**config.mk**
```make
export PLATFORM = sky130hd
export DESIGN_NAME = srt_grid_mem
export DESIGN_NICKNAME = d
export VERILOG_FILES = /design/src/rtl/srt_pkg.sv /design/src/rtl/srt_grid_mem.sv
export SDC_FILE = /design/constraint.sdc
export NUM_CORES = 2
export LEC_CHECK = 0
export BUFFER_PORTS_ARGS = -buffer_cell sky130_fd_sc_hd__buf_4
export CORE_ASPECT_RATIO = 1.25
export CORE_MARGIN = 2
export CORE_UTILIZATION = 30
export CTS_CLUSTER_DIAMETER = 50
export DETAILED_ROUTE_END_ITERATION = 7
export SLEW_MARGIN = 20
export SYNTH_ARGS = -nofsm -noshare
export SYNTH_HDL_FRONTEND = slang
export SYNTH_MEMORY_MAX_BITS = 65536
export SYNTH_SLANG_ARGS = --single-unit
```
**constraint.sdc**
```tcl
create_clock -name i_clk -period 2.9 [get_ports i_clk]
set_input_delay 0.145 -clock i_clk [delete_from_list [all_inputs] [get_ports i_clk]]
set_output_delay 0.145 -clock i_clk [all_outputs]
set_load 0.1 [all_outputs]
```
**src/rtl/srt_pkg.sv**
```systemverilog
package srt_pkg;

    localparam int CHAR_W     = 8;
    localparam int KEY_W      = 4;
    localparam int CFG_IDX_W  = 1;
    localparam int CFG_DATA_W = 4;

    localparam logic [CHAR_W-1:0] PAD_CHAR  = 8'h58;
    localparam logic [KEY_W-1:0]  KEY_RESET = 4'd4;

    localparam logic REQ_LOAD  = 1'b0;
    localparam logic REQ_FETCH = 1'b1;

    localparam logic [CFG_IDX_W-1:0] REG_KEY_COLUMNS  = 1'd0;
    localparam logic [CFG_IDX_W-1:0] REG_DECRYPT_MODE = 1'd1;

    typedef logic [CHAR_W-1:0] t_char;

endpackage

```
**src/rtl/srt_grid_mem.sv**
```systemverilog
module srt_grid_mem import srt_pkg::*; #(
    parameter int DEPTH = 576
) (
    input  logic                                        i_clk,
    input  logic                                        i_wr_en,
    input  logic [((DEPTH > 1) ? $clog2(DEPTH) : 1)-1:0] i_wr_addr,
    input  t_char                                       i_wr_data,
    input  logic                                        i_rd_en,
    input  logic [((DEPTH > 1) ? $clog2(DEPTH) : 1)-1:0] i_rd_addr,
    output t_char                                       o_rd_data
);

    t_char r_mem [DEPTH];
    t_char r_rd_data;

    always_ff @(posedge i_clk) begin
        if (i_wr_en) begin
            r_mem[i_wr_addr] <= i_wr_data;
        end
        if (i_rd_en) begin
            r_rd_data <= r_mem[i_rd_addr];
        end
    end

    assign o_rd_data = r_rd_data;

endmodule

```
* Yosys cells after proc, flatten, opt, wreduce, memory -nomap -nowiden
Memories as Yosys holds them, arrays and structs flattened. A register that Yosys moved wholly into a read port is not among the register bits.
Cells that the tools add are included.
** Operators by class
- Mux-type cells :: 2
** Operators with widths (number)
- $mux W1 :: 2
** Storage, ports and cells
- RAM bits :: 4608
- Memories :: 1
- Word-level logic and storage cells :: 3
- Output and inout port bits :: 8
- Bits in registers :: 0
** Memory list
- r_mem :: words 576, width 8, read ports 1, clocked after Yosys merged registers in 1, write ports 1, line srt_grid_mem.sv:13 : t_char r_mem [DEPTH];

* Logic depth before layout (Yosys ltp)
- Depth after elaboration :: 2
- Depth in mapped cells :: 14

* Worst setup path after synthesis
Ideal clock, no wire load.
- Path kind :: in2reg
- From :: in i_rd_addr[0] (netlist name)
- To :: reg r_rd_data[3], in the netlist o_rd_data[3] (read register of r_mem) (data pin)
- Setup slack :: 0.254 ns
- Required time :: 2.630 ns
- Stages :: 10
- Arrival :: 2.376 ns
- Cell sequence :: buf_6 > buf_12 > buf_6 > buf_6 > buf_2 > mux4_2 > a2111oi_0 > o221ai_1 > o221ai_1 > o311ai_1
** RTL lines
- start, declared :: line srt_grid_mem.sv:9 : input logic [((DEPTH > 1) ? $clog2(DEPTH) : 1)-1:0] i_rd_addr,
- end, declared :: line srt_grid_mem.sv:14 : t_char r_rd_data;

==> run_results.csv <==
group,metric,value,unit
die,io_pins,39,
sta,maxSlewHeadroom,28.4,%
sta,finClkSkew,66.6,ps
pwr,power,137,mW
sta,rsz0062_at_grt,"no",
die,start_util,30.1,%
flow_run,drv_cap,0,
die,rows,317,
sta,slew_violations,0,
clocking,h-tree-depth,5,
cells_and_area,syn2layout_area_growth,20.4,%
pwr,power_leakage,69.0,nW
setup_path,end_kind,"flop",
setup_path,critPathMaxStageDelay,580,ps
route,initialDrtViolationCount,11700,
yosys,netlist_area,179000,um^2
clocking,clock-root-buffer,"clkbuf_16",
global_route,antenna_found_initial,44,
die,die_area,604000,um^2
setup_path,crit_start,"r_mem[87][6]$_DFFE_PP_",
die,die_w,696,um
sta,worstMarginPinSlew,1070,ps
route,drc_errors,0,
sta,finalCriticalPeriod,2980,ps
clocking,clk_latency,1010,ps
global_route,overflow,0,
clocking,clk_pin_slew_worst_paths,70,ps
cells_and_area,final_util,36.2,%
cells_and_area,drive_above_1_share,35.1,%
setup_path,crit_arrival,3710,ps
clocking,clock-sinks,4616,
setup_path,startpoint_type,"flop",
sta,fin_crit_sh,103,%
route,via_count,94200,
route,firstDrtPassIters,8,
setup_path,path_common_cell,"mux4_2",
yosys,synth_common_cells,"edfxtp_1, mux4_2, nor2_1",
yosys,synthArstFlopShare,0,%
run_status,violations,"negative setup slack",
setup_path,path_cells,"mux4_2 > mux4_2 > a22oi_2 > o221ai_4 > a221oi_4 > o221ai_1",
sta,layout_setup_ws,-77.5,ps
yosys,synth_nets,8304,
yosys,synth_top_area_cell,"edfxtp_1",
yosys,synthDistinctLibCells,71,
global_route,grt_pass1_vias,96300,
yosys,synth_warnings,0,
yosys,synth-main-ff-cell,"edfxtp_1",
global_route,grt_max_degree,145,
placement,place_ws,-1070,ps
sta,setup_violations,1,
yosys,synth-edff-count,4616,
die,core,596000,um^2
yosys,synth_top_area_share,77.3,%
sta,hold_violations,0,
yosys,post-synth-top-count-cell,"edfxtp_1",
placement,dpl.hpwl,368000,um
yosys,syn-instance-count,8273,
hold_path,hp-start,"i_wr_data[2]",
die,die_h,868,um
cells_and_area,fillCellCount,54400,
yosys,synth.area.top_cells,"edfxtp_1, mux4_2, mux2i_1, nor2_1, nand2_1",
route,antenna_left,0,
global_route,track_usage,17.5,%
cells_and_area,fin_nets,9926,
placement,place_area,202000,um^2
route,wl_per_cell,29.7,um
setup_path,crit_fanout,1,
sta,fmax,336,MHz
pwr,powerDensity,635,nW/um^2
run_status,status,"finished with violations",
setup_path,r2r-start,"r_mem[87][6]$_DFFE_PP_",
yosys,ys_seq_area_share,77.3,%
yosys,syn_avg_cell_area,21.7,um^2
setup_path,cp_slowest_cell,"mux4_2",
pwr,vdd_drop_max,0.000505,V
setup_path,crit_type,"reg -> reg",
hold_path,hold_path.class,"in -> reg",
clocking,cts_made_buffers,405,
route,avgViaCountPerCell,5.16,
route,routed_wl,542000,um
cells_and_area,design_area,216000,um^2
global_route,grt_pass1_wl,753000,um
placement,portBuffers,38,
setup_path,required,3630,ps
sta,setup_tns,-77.5,ps
yosys,ys_ff_latch,4616,
clocking,post_cts_buffers,0,
clocking,cts_tree,"done",
placement,gp_congestion,0.905,
clocking,cts-root-to-sink-buffers,4,
## worst paths after layout
path,endpoint,slack [ps],cells after the start
max,o_rd_data[6]$_DFFE_PP_,-80,6
min reg2reg,o_rd_data[6]$_DFFE_PP_,1220,6
min,r_mem[70][2]$_DFFE_PP_,170,2
max reg2reg,o_rd_data[6]$_DFFE_PP_,-80,6
## power by group
group / internal (mW) / switching (mW)
clock: 30.2 / 24.8
sequential: 73.4 / 0.0623
combinational: 3.36 / 5.22
## through the flow
stage | cells | hold WS (ps)
after floorplan | 8273 | 244
after global routing | 18200 | 209
final | 18300 | 174
after detailed placement | 17400 | 540
after CTS | 18200 | 169
after global placement | 17400 | 534
## routing by layer
metal	global-route usage, %	up-vias	wire (um)
li1	-	37900	-
met1	20.6	50300	193000
met2	30.4	4915	276000
met3	2.97	1070	41200
met4	9.79	18	31400
met5	0	-	128
## area by class of cell
class | count | area, um^2 | area share, %
multi-input combinational | 3140 | 38100 | 17.7
sequential | 4616 | 139000 | 64.2
antenna | 41 | 103 | 0.0475
clock inverter | 277 | 2850 | 1.32
inverter | 7 | 43.8 | 0.0203
timing repair buffer | 1725 | 15700 | 7.26
tap | 7975 | 9980 | 4.62
clock buffer | 469 | 10500 | 4.85
## logic make-up (layout without fill, tap and decap cells)
family,Yosys count,after routing,synth area share (%)
buf+inv,517,2478,1.66
compound gates,519,519,2.06
other cells,0,41,0
simple gates,1180,1180,2.73
mux,1441,1441,16.3
flops,4616,4616,77.3
## worst max-delay path: cells and delay by family, from the launching register on
family,cells,cell delay [ps]
compound gates,4,1320
mux,2,1050
flops,1,370
## state kept, by name (all words and copies together) (netlist names)
name and count:
r_mem 4608, o_rd_data 8
## repair_timing
action                                  4_1_cts  5_1_grt
gates resized for setup                      14       13
endpoints found under the setup margin        6        6
hold endpoints to repair                   2071        0
pin swaps                                     2        3
hold buffers                                 27        0
## cell usage in the layout, fill, tap and decap left out, types with 12 or more instances in the layout
cell type / n
edfxtp_1: 4616
buf_4: 1482
mux4_2: 1175
nor2_1: 637
clkbuf_16: 409
nand2_1: 302
mux2i_1: 246
buf_12: 204
a22oi_1: 78
clkinv_2: 77
a21oi_1: 75
clkinv_1: 74
nand3_1: 67
o22ai_1: 66
clkbuf_1: 60
o21ai_0: 47
bufinv_16: 46
o221ai_1: 42
diode_2: 41
a31oi_1: 36
clkinvlp_4: 29
dlygate4sd3_1: 27
a221oi_1: 25
inv_6: 22
and3_1: 21
nand3_2: 20
mux2_2: 19
nand4_1: 17
nor3_1: 16
nor2b_1: 15
a211oi_1: 15
o211ai_1: 14
clkinv_4: 14
and2_1: 12
a311oi_1: 12
a22o_1: 12
Note: power is estimated with default switching activity, not from simulation.
