[src/rtl/srt_pkg.sv]
package srt_pkg;

    localparam int CHAR_W     = 8;
    localparam int KEY_W      = 4;
    localparam int CFG_IDX_W  = 1;
    localparam int CFG_DATA_W = 4;

    localparam logic [CHAR_W-1:0] PAD_CHAR  = 8'h58;
    localparam logic [KEY_W-1:0]  KEY_RESET = 4'd4;

    localparam logic REQ_LOAD  = 1'b0;
    localparam logic REQ_FETCH = 1'b1;

    localparam logic [CFG_IDX_W-1:0] REG_KEY_COLUMNS  = 1'd0;
    localparam logic [CFG_IDX_W-1:0] REG_DECRYPT_MODE = 1'd1;

    typedef logic [CHAR_W-1:0] t_char;

endpackage

[src/rtl/srt_spiral_map.sv]
module srt_spiral_map import srt_pkg::*; #(
    parameter int ROW_W = 7,
    parameter int COL_W = 4,
    parameter int CNT_W = 10
) (
    input  logic             i_clk,
    input  logic             i_rst_n,
    input  logic             i_valid,
    input  logic [ROW_W-1:0] i_row,
    input  logic [COL_W-1:0] i_col,
    input  logic [ROW_W-1:0] i_rows,
    input  logic [COL_W-1:0] i_cols,
    input  logic [CNT_W-1:0] i_total,
    output logic             o_valid,
    output logic [CNT_W-1:0] o_index
);

    localparam int MW = (CNT_W > ROW_W) ? ((CNT_W > COL_W) ? CNT_W : COL_W)
                                        : ((ROW_W > COL_W) ? ROW_W : COL_W);
    localparam int SW = MW + 2;

    logic [SW-1:0] w_r, w_c, w_rb, w_cb, w_d, w_h, w_w, w_lr, w_lc, w_off;
    logic [SW-1:0] w_prod, w_sum;
    logic [SW-1:0] r_h, r_w, r_off;
    logic          r_valid_a, r_valid_b;
    logic [CNT_W-1:0] r_index;

    // stage A: ring depth, ring size and position along the ring
    always_comb begin
        w_r  = SW'(i_row);
        w_c  = SW'(i_col);
        w_rb = SW'(i_rows) - w_r - 1'b1;
        w_cb = SW'(i_cols) - w_c - 1'b1;
        w_d  = w_r;
        if (w_c < w_d) begin
            w_d = w_c;
        end
        if (w_rb < w_d) begin
            w_d = w_rb;
        end
        if (w_cb < w_d) begin
            w_d = w_cb;
        end
        w_h  = SW'(i_rows) - (w_d << 1);
        w_w  = SW'(i_cols) - (w_d << 1);
        w_lr = w_r - w_d;
        w_lc = w_c - w_d;
        priority if (w_lc == w_w - 1'b1) begin
            w_off = w_lr;
        end else if (w_lr == w_h - 1'b1) begin
            w_off = w_h + w_w - SW'(2) - w_lc;
        end else if (w_lc == '0) begin
            w_off = w_h + w_w - 1'b1 + w_h - SW'(2) - w_lr;
        end else begin
            w_off = (w_h << 1) + w_w - SW'(3) + w_lc;
        end
    end

    // stage B: cells of all outer rings, then the offset on this ring
    assign w_prod = r_h * r_w;
    assign w_sum  = SW'(i_total) - w_prod + r_off;

    always_ff @(posedge i_clk) begin
        if (!i_rst_n) begin
            r_valid_a <= 1'b0;
            r_valid_b <= 1'b0;
        end else begin
            r_valid_a <= i_valid;
            r_valid_b <= r_valid_a;
        end
        r_h     <= w_h;
        r_w     <= w_w;
        r_off   <= w_off;
        r_index <= w_sum[CNT_W-1:0];
    end

    assign o_valid = r_valid_b;
    assign o_index = r_index;

endmodule

[config.mk]
export PLATFORM = sky130hd
export DESIGN_NAME = srt_spiral_map
export DESIGN_NICKNAME = d
export VERILOG_FILES = /design/src/rtl/srt_pkg.sv /design/src/rtl/srt_spiral_map.sv
export SDC_FILE = /design/constraint.sdc
export NUM_CORES = 1
export LEC_CHECK = 0
export ABC_AREA = 1
export BUFFER_PORTS_ARGS = -buffer_cell sky130_fd_sc_hd__buf_2
export CAP_MARGIN = 40
export CORE_ASPECT_RATIO = 1.1
export CORE_UTILIZATION = 55
export CTS_CLUSTER_SIZE = 24
export DETAILED_ROUTE_END_ITERATION = 16
export PLACE_DENSITY = 0.8
export SLEW_MARGIN = 5
export SYNTH_ARGS = -nofsm -noshare
export SYNTH_HDL_FRONTEND = slang
export SYNTH_SLANG_ARGS = --single-unit
[constraint.sdc]
create_clock -name i_clk -period 11.3 [get_ports i_clk]
set_clock_uncertainty 0.15 [all_clocks]
set_input_delay 2.26 -clock i_clk [delete_from_list [all_inputs] [get_ports i_clk]]
set_output_delay 2.26 -clock i_clk [all_outputs]
set_load 0.02 [all_outputs]
# Word level (Yosys, flattened, before mapping)
# Index checks and enable logic that the tools add are counted.
# classes
addsub,22
mul,1
order_cmp,3
eq_ne,2
muxes,6
reduce_logical,1
# op_table
operator,count
adder 10 bit,5
2-to-1 mux 10 bit,3
subtractor 10 bit,3
"subtractor 10 x 2 -> 10 bit, second input constant",3
== test 12 bit,2
< comparator 12 bit,2
2-to-1 mux 12 bit,2
"subtractor 12 x 1 -> 12 bit, second input constant",2
subtractor 4 x 12 -> 12 bit,2
subtractor 7 x 12 -> 12 bit,2
zero test 12 bit,1
multiplier 12 x 12 -> 10 bit,1
"subtractor 10 x 1 -> 10 bit, second input constant",1
"subtractor 8 x 2 -> 9 bit, second input constant",1
subtractor 7 x 7 -> 8 bit,1
< comparator 4 x 7 -> 1 bit,1
2-to-1 mux 7 bit,1
"subtractor 5 x 2 -> 6 bit, second input constant",1
subtractor 4 x 4 -> 5 bit,1
# totals
reg_bits,46
in_bits,35
output_inout_bits,11
wordCells,41

# Logic depth before layout (Yosys ltp)
# logic_depth
ltp_word,15
depth_mapped,66
ltp_nobuf,66

# Least setup slack after synthesis
# Ideal clock, no wire load.
# synth_timing
path_type,input -> register
startpoint,in i_rows[0]
endpoint,reg r_off[9]
setup_time_ns,0.114
arrival_ns,9.585
required_time_ns,11.036
setup_slack_ns,1.451
cell_stages,55
n_path_buf,0
path_cell_list,inv_1 > ha_1 > fa_1 > nand2_1 > nor2_4 > nand3_2 > nor2_4 > xor2_1 > inv_1 > ha_1 > a21o_1 > nand3_1 > nand2_1 > inv_2 > nand2_4 > nor2_1 > inv_1 > ha_1 > [... 19 more ...] > nand3_1 > and2_1 > nor2_1 > nor2_1 > nor2_1 > nor2_1 > inv_1 > nand2_1 > a21oi_1 > nor2_1 > nand3_1 > nand4_1 > nand3_1 > nand2_1 > inv_1 > nand2_1 > nand3_1 > nand2_1
# synth_between
elab_chain_len,15
elab_cells_between_ends,28
cone_classes,add/sub (18); order compare (2); eq/ne (2); mux (5); reduce/logical (1)
# synth_rtl
item,line_no,source
"start, declared",srt_spiral_map.sv:11,"input logic [ROW_W-1:0] i_rows,"
subtractor 7 x 7 -> 8 bit,srt_spiral_map.sv:32,w_rb = SW'(i_rows) - w_r - 1'b1;
subtractor 8 x 2 -> 9 bit,srt_spiral_map.sv:32,
< comparator 12 bit,srt_spiral_map.sv:38,if (w_rb < w_d) begin
2-to-1 mux 12 bit,srt_spiral_map.sv:38,
< comparator 12 bit,srt_spiral_map.sv:41,if (w_cb < w_d) begin
2-to-1 mux 12 bit,srt_spiral_map.sv:41,
subtractor 7 x 12 -> 12 bit (*),srt_spiral_map.sv:44,w_h = SW'(i_rows) - (w_d << 1);
named net w_h[3],srt_spiral_map.sv:22,"logic [SW-1:0] w_r, w_c, w_rb, w_cb, w_d, w_h, w_w, w_lr, w_lc, w_off;"
adder 10 bit,"srt_spiral_map.sv:51, srt_spiral_map.sv:53",
subtractor 10 x 1 -> 10 bit,srt_spiral_map.sv:53,w_off = w_h + w_w - 1'b1 + w_h - SW'(2) - w_lr;
adder 10 bit,srt_spiral_map.sv:53,
subtractor 10 x 2 -> 10 bit,srt_spiral_map.sv:53,
subtractor 10 bit,srt_spiral_map.sv:53,
2-to-1 mux 10 bit,srt_spiral_map.sv:52,end else if (w_lc == '0) begin
2-to-1 mux 10 bit (*),srt_spiral_map.sv:50,end else if (w_lr == w_h - 1'b1) begin
2-to-1 mux 10 bit (*),srt_spiral_map.sv:48,priority if (w_lc == w_w - 1'b1) begin
named net w_off[9],srt_spiral_map.sv:22,
"end signal, assigned",srt_spiral_map.sv:73,r_off <= w_off;
"end, declared",srt_spiral_map.sv:24,"logic [SW-1:0] r_h, r_w, r_off;"
# Mark *: on every way through the listed nets, which the timed path passes. The rest lies on a longest branch.
# A chain may end at the register's enable or synchronous reset.

# Worst setup path after layout
# Ends and elaborated chain as after synthesis.

==> run_results.csv <==
group,metric,value,unit
timing,finalCritPeriodShare,0.931,
place,placedCellCount,1570,
route,drt_iter0_drc,522,
floorplan,die_x,123,um
critical_path,r2r_slack,6.84,ns
finish,num_antenna_cells,0,
finish,fin_util,0.607,
finish,multi_input_area,6870,um^2
route,via_per_inst,5.25,
timing,slew_headroom,0.526,
finish,fillers,1481,
clock_network,cts_tree,"built",
timing,finalSetupViolations,0,
route,drc_errors,0,
critical_path,critical_path_peak_fanout,10,
yosys,yosysWarnings,0,
yosys,synth-seq-cells,42,
critical_path,cpMaxStageDelayCell,"fa_1",
critical_path,cp.arrival,10.55,ns
yosys,syn_area,8920,um^2
grt,grt_start_max_net_pins,14,
floorplan,coreArea,15800,um^2
yosys,postSynthCellCount,1326,
critical_path,crit_path_max_incr_delay,0.55,ns
finish,fin_nets,1613,
critical_path,end_kind,"flip-flop",
timing,fmax,95.1,MHz
place,place_ws,0.293,ns
timing,fin_ws,0.781,ns
finish,final_common_cell,"nand2_1",
floorplan,fp.dieH,136,um
finish,final_cell_mix,"324 x nand2_1, 314 x inv_1, 139 x ha_1",
floorplan,io_pins,46,
critical_path,start_kind,"primary input",
worst_hold_path,hold_path.class,"flip-flop to flip-flop",
yosys,synth.avg_cell_area,6.73,um^2
clock_network,root_buffer,"clkbuf_16",
place,port_buffers,45,
yosys,yosysSeqAreaShare,0.0942,
floorplan,rows,48,
timing,tightestPinTransition,0.709,ns
grt,grt_overflow_total,0,
timing,slew_viol_final,0,
finish,drive_gt1_frac,0.0870,
critical_path,cpMostUsedCell,"nand2_1",
grt,grt_use_total,0.284,
clock_network,cts_sinks,42,
timing,rsz0062_at_grt,"false",
job,max_cap_violations,0,
grt,antenna_found_initial,1,
yosys,ys_types,46,
place,finalWeightedCongestion,0.971,
grt,grt_pass1_wl,37200,um
clock_network,insertion_delay,0.28,ns
floorplan,die_area,16700,um^2
floorplan,initial_core_util,0.565,
finish,seq_area,841,um^2
timing,final.setup.tns,0,ns
timing,timing.final.crit_period,10.52,ns
route,drtPass1Iterations,6,
clock_network,clockBufferDepth,2,
clock_network,worst_setup_hold_path_clk_slew,0.06,ns
critical_path,path_class,"primary input to flip-flop",
place,hpwl,19400,um
timing,hold_violations,0,
finish,syn_to_final_growth,7.56,%
route,ant_nets,0,
clock_network,htreeDepth,2,
route,routedWlPerCell,14.1,um
finish,finalNonFillerCells,1579,
critical_path,worstPathRequired,11.33,ns
yosys,synth_edf_count,0,
status,status,"finished, final reports clean",
yosys,synth_flop_cell,"dfxtp_1",
route,dr_total_vias,8297,
yosys,synth-async-reset-ratio,0,
route,drt-total-wl,22200,um
grt,grt_pass1_vias,8080,
clock_network,numCtsBuffers,5,
flip-flops by register name, summed over array words and instances, names as in the netlist:
name,cells
o_index,10
r_h,10
r_off,10
r_w,10
o_valid,1
r_valid_a,1
cell type report:
class / instances / share of cell area
repair buffers: 50 / 0.0274
clock inverters: 3 / 0.00417
well taps: 200 / 0.0261
multi-input cells: 957 / 0.716
clock buffers: 5 / 0.0130
flip-flops and latches: 42 / 0.0876
inverters: 322 / 0.126
metal layers:
layer	vias to the layer above	routed length (um)	share of wire	global-route usage
met2	280	11000	0.49	0.512
met1	3752	9220	0.42	0.338
met5	-	13	0.00059	0
met3	68	1160	0.052	0.0274
met4	2	860	0.039	0.122
li1	4195	-	-	-
worst paths after layout:
path	startpoint	end	depth (start not counted)
setup / recovery	i_rows[0]	r_off[9]	52
hold / removal	r_valid_a	o_valid	2
setup reg to reg	r_h[0]	o_index[8]	17
hold reg to reg	r_valid_a	o_valid	2
synthesized netlist by cell type, types with 2 or more instances:
master / count / area share
inv_1: 314 / 0.13
clkinv_1: 3 / 0.0013
and2_1: 2 / 0.0014
nand4_1: 19 / 0.013
a211oi_1: 2 / 0.0017
o21bai_1: 3 / 0.0025
inv_2: 5 / 0.0021
o21ai_0: 31 / 0.017
dfxtp_1: 42 / 0.094
clkbuf_1: 6 / 0.0025
nand3_2: 11 / 0.012
o31ai_1: 3 / 0.0025
nor2_2: 5 / 0.0035
o22ai_1: 4 / 0.0028
o21a_1: 2 / 0.0017
nand2_2: 19 / 0.013
nand2_1: 325 / 0.14
xnor2_1: 29 / 0.028
a21o_1: 2 / 0.0017
nor2_1: 68 / 0.029
nand3b_1: 4 / 0.0034
nor2_4: 3 / 0.0038
nand3_1: 100 / 0.056
xor2_1: 43 / 0.042
ha_1: 139 / 0.19
a21oi_1: 46 / 0.026
fa_1: 61 / 0.14
a21oi_4: 2 / 0.0036
nor3_1: 8 / 0.0045
xor2_2: 2 / 0.0036
or2_1: 2 / 0.0014
nand2_4: 7 / 0.0088
repair_timing:
item / 4_1_cts / 5_1_grt
hold buffers: 0 / 0
resized for setup: 0 / 7
buffers inserted: 0 / 1
endpoints found under the setup margin: 0 / 4
stage by stage:
stage          instance area, um^2  hold slack (ns)
6_report                      9600            0.270
5_1_grt                       9600            0.309
4_1_cts                       9560            0.278
3_5_place_dp                  9400            0.271
3_3_place_gp                  9400            0.253
2_1_floorplan                 8930            0.240
cells by family after synthesis:
| logic type | Yosys count | synth area share |
|---|---|---|
| simple gates | 577 | 0.292 |
| compound gates | 101 | 0.0658 |
| xor+xnor | 74 | 0.0743 |
| buf+inv | 330 | 0.140 |
| flops | 42 | 0.0943 |
| fa+ha+maj | 200 | 0.332 |
| other cells | 1 | 0.000420 |
| mux | 1 | 0.00112 |
critical path, delay by kind of cell:
kind | cells | cell delay [ns]
fa+ha+maj | 8 | 2.82
simple gates | 23 | 2.24
compound gates | 8 | 1.70
buf+inv | 11 | 1.10
xor+xnor | 2 | 0.38
Power is not shown: default switching activity piles up to over one toggle a cycle in this logic, so the estimate is an artifact.
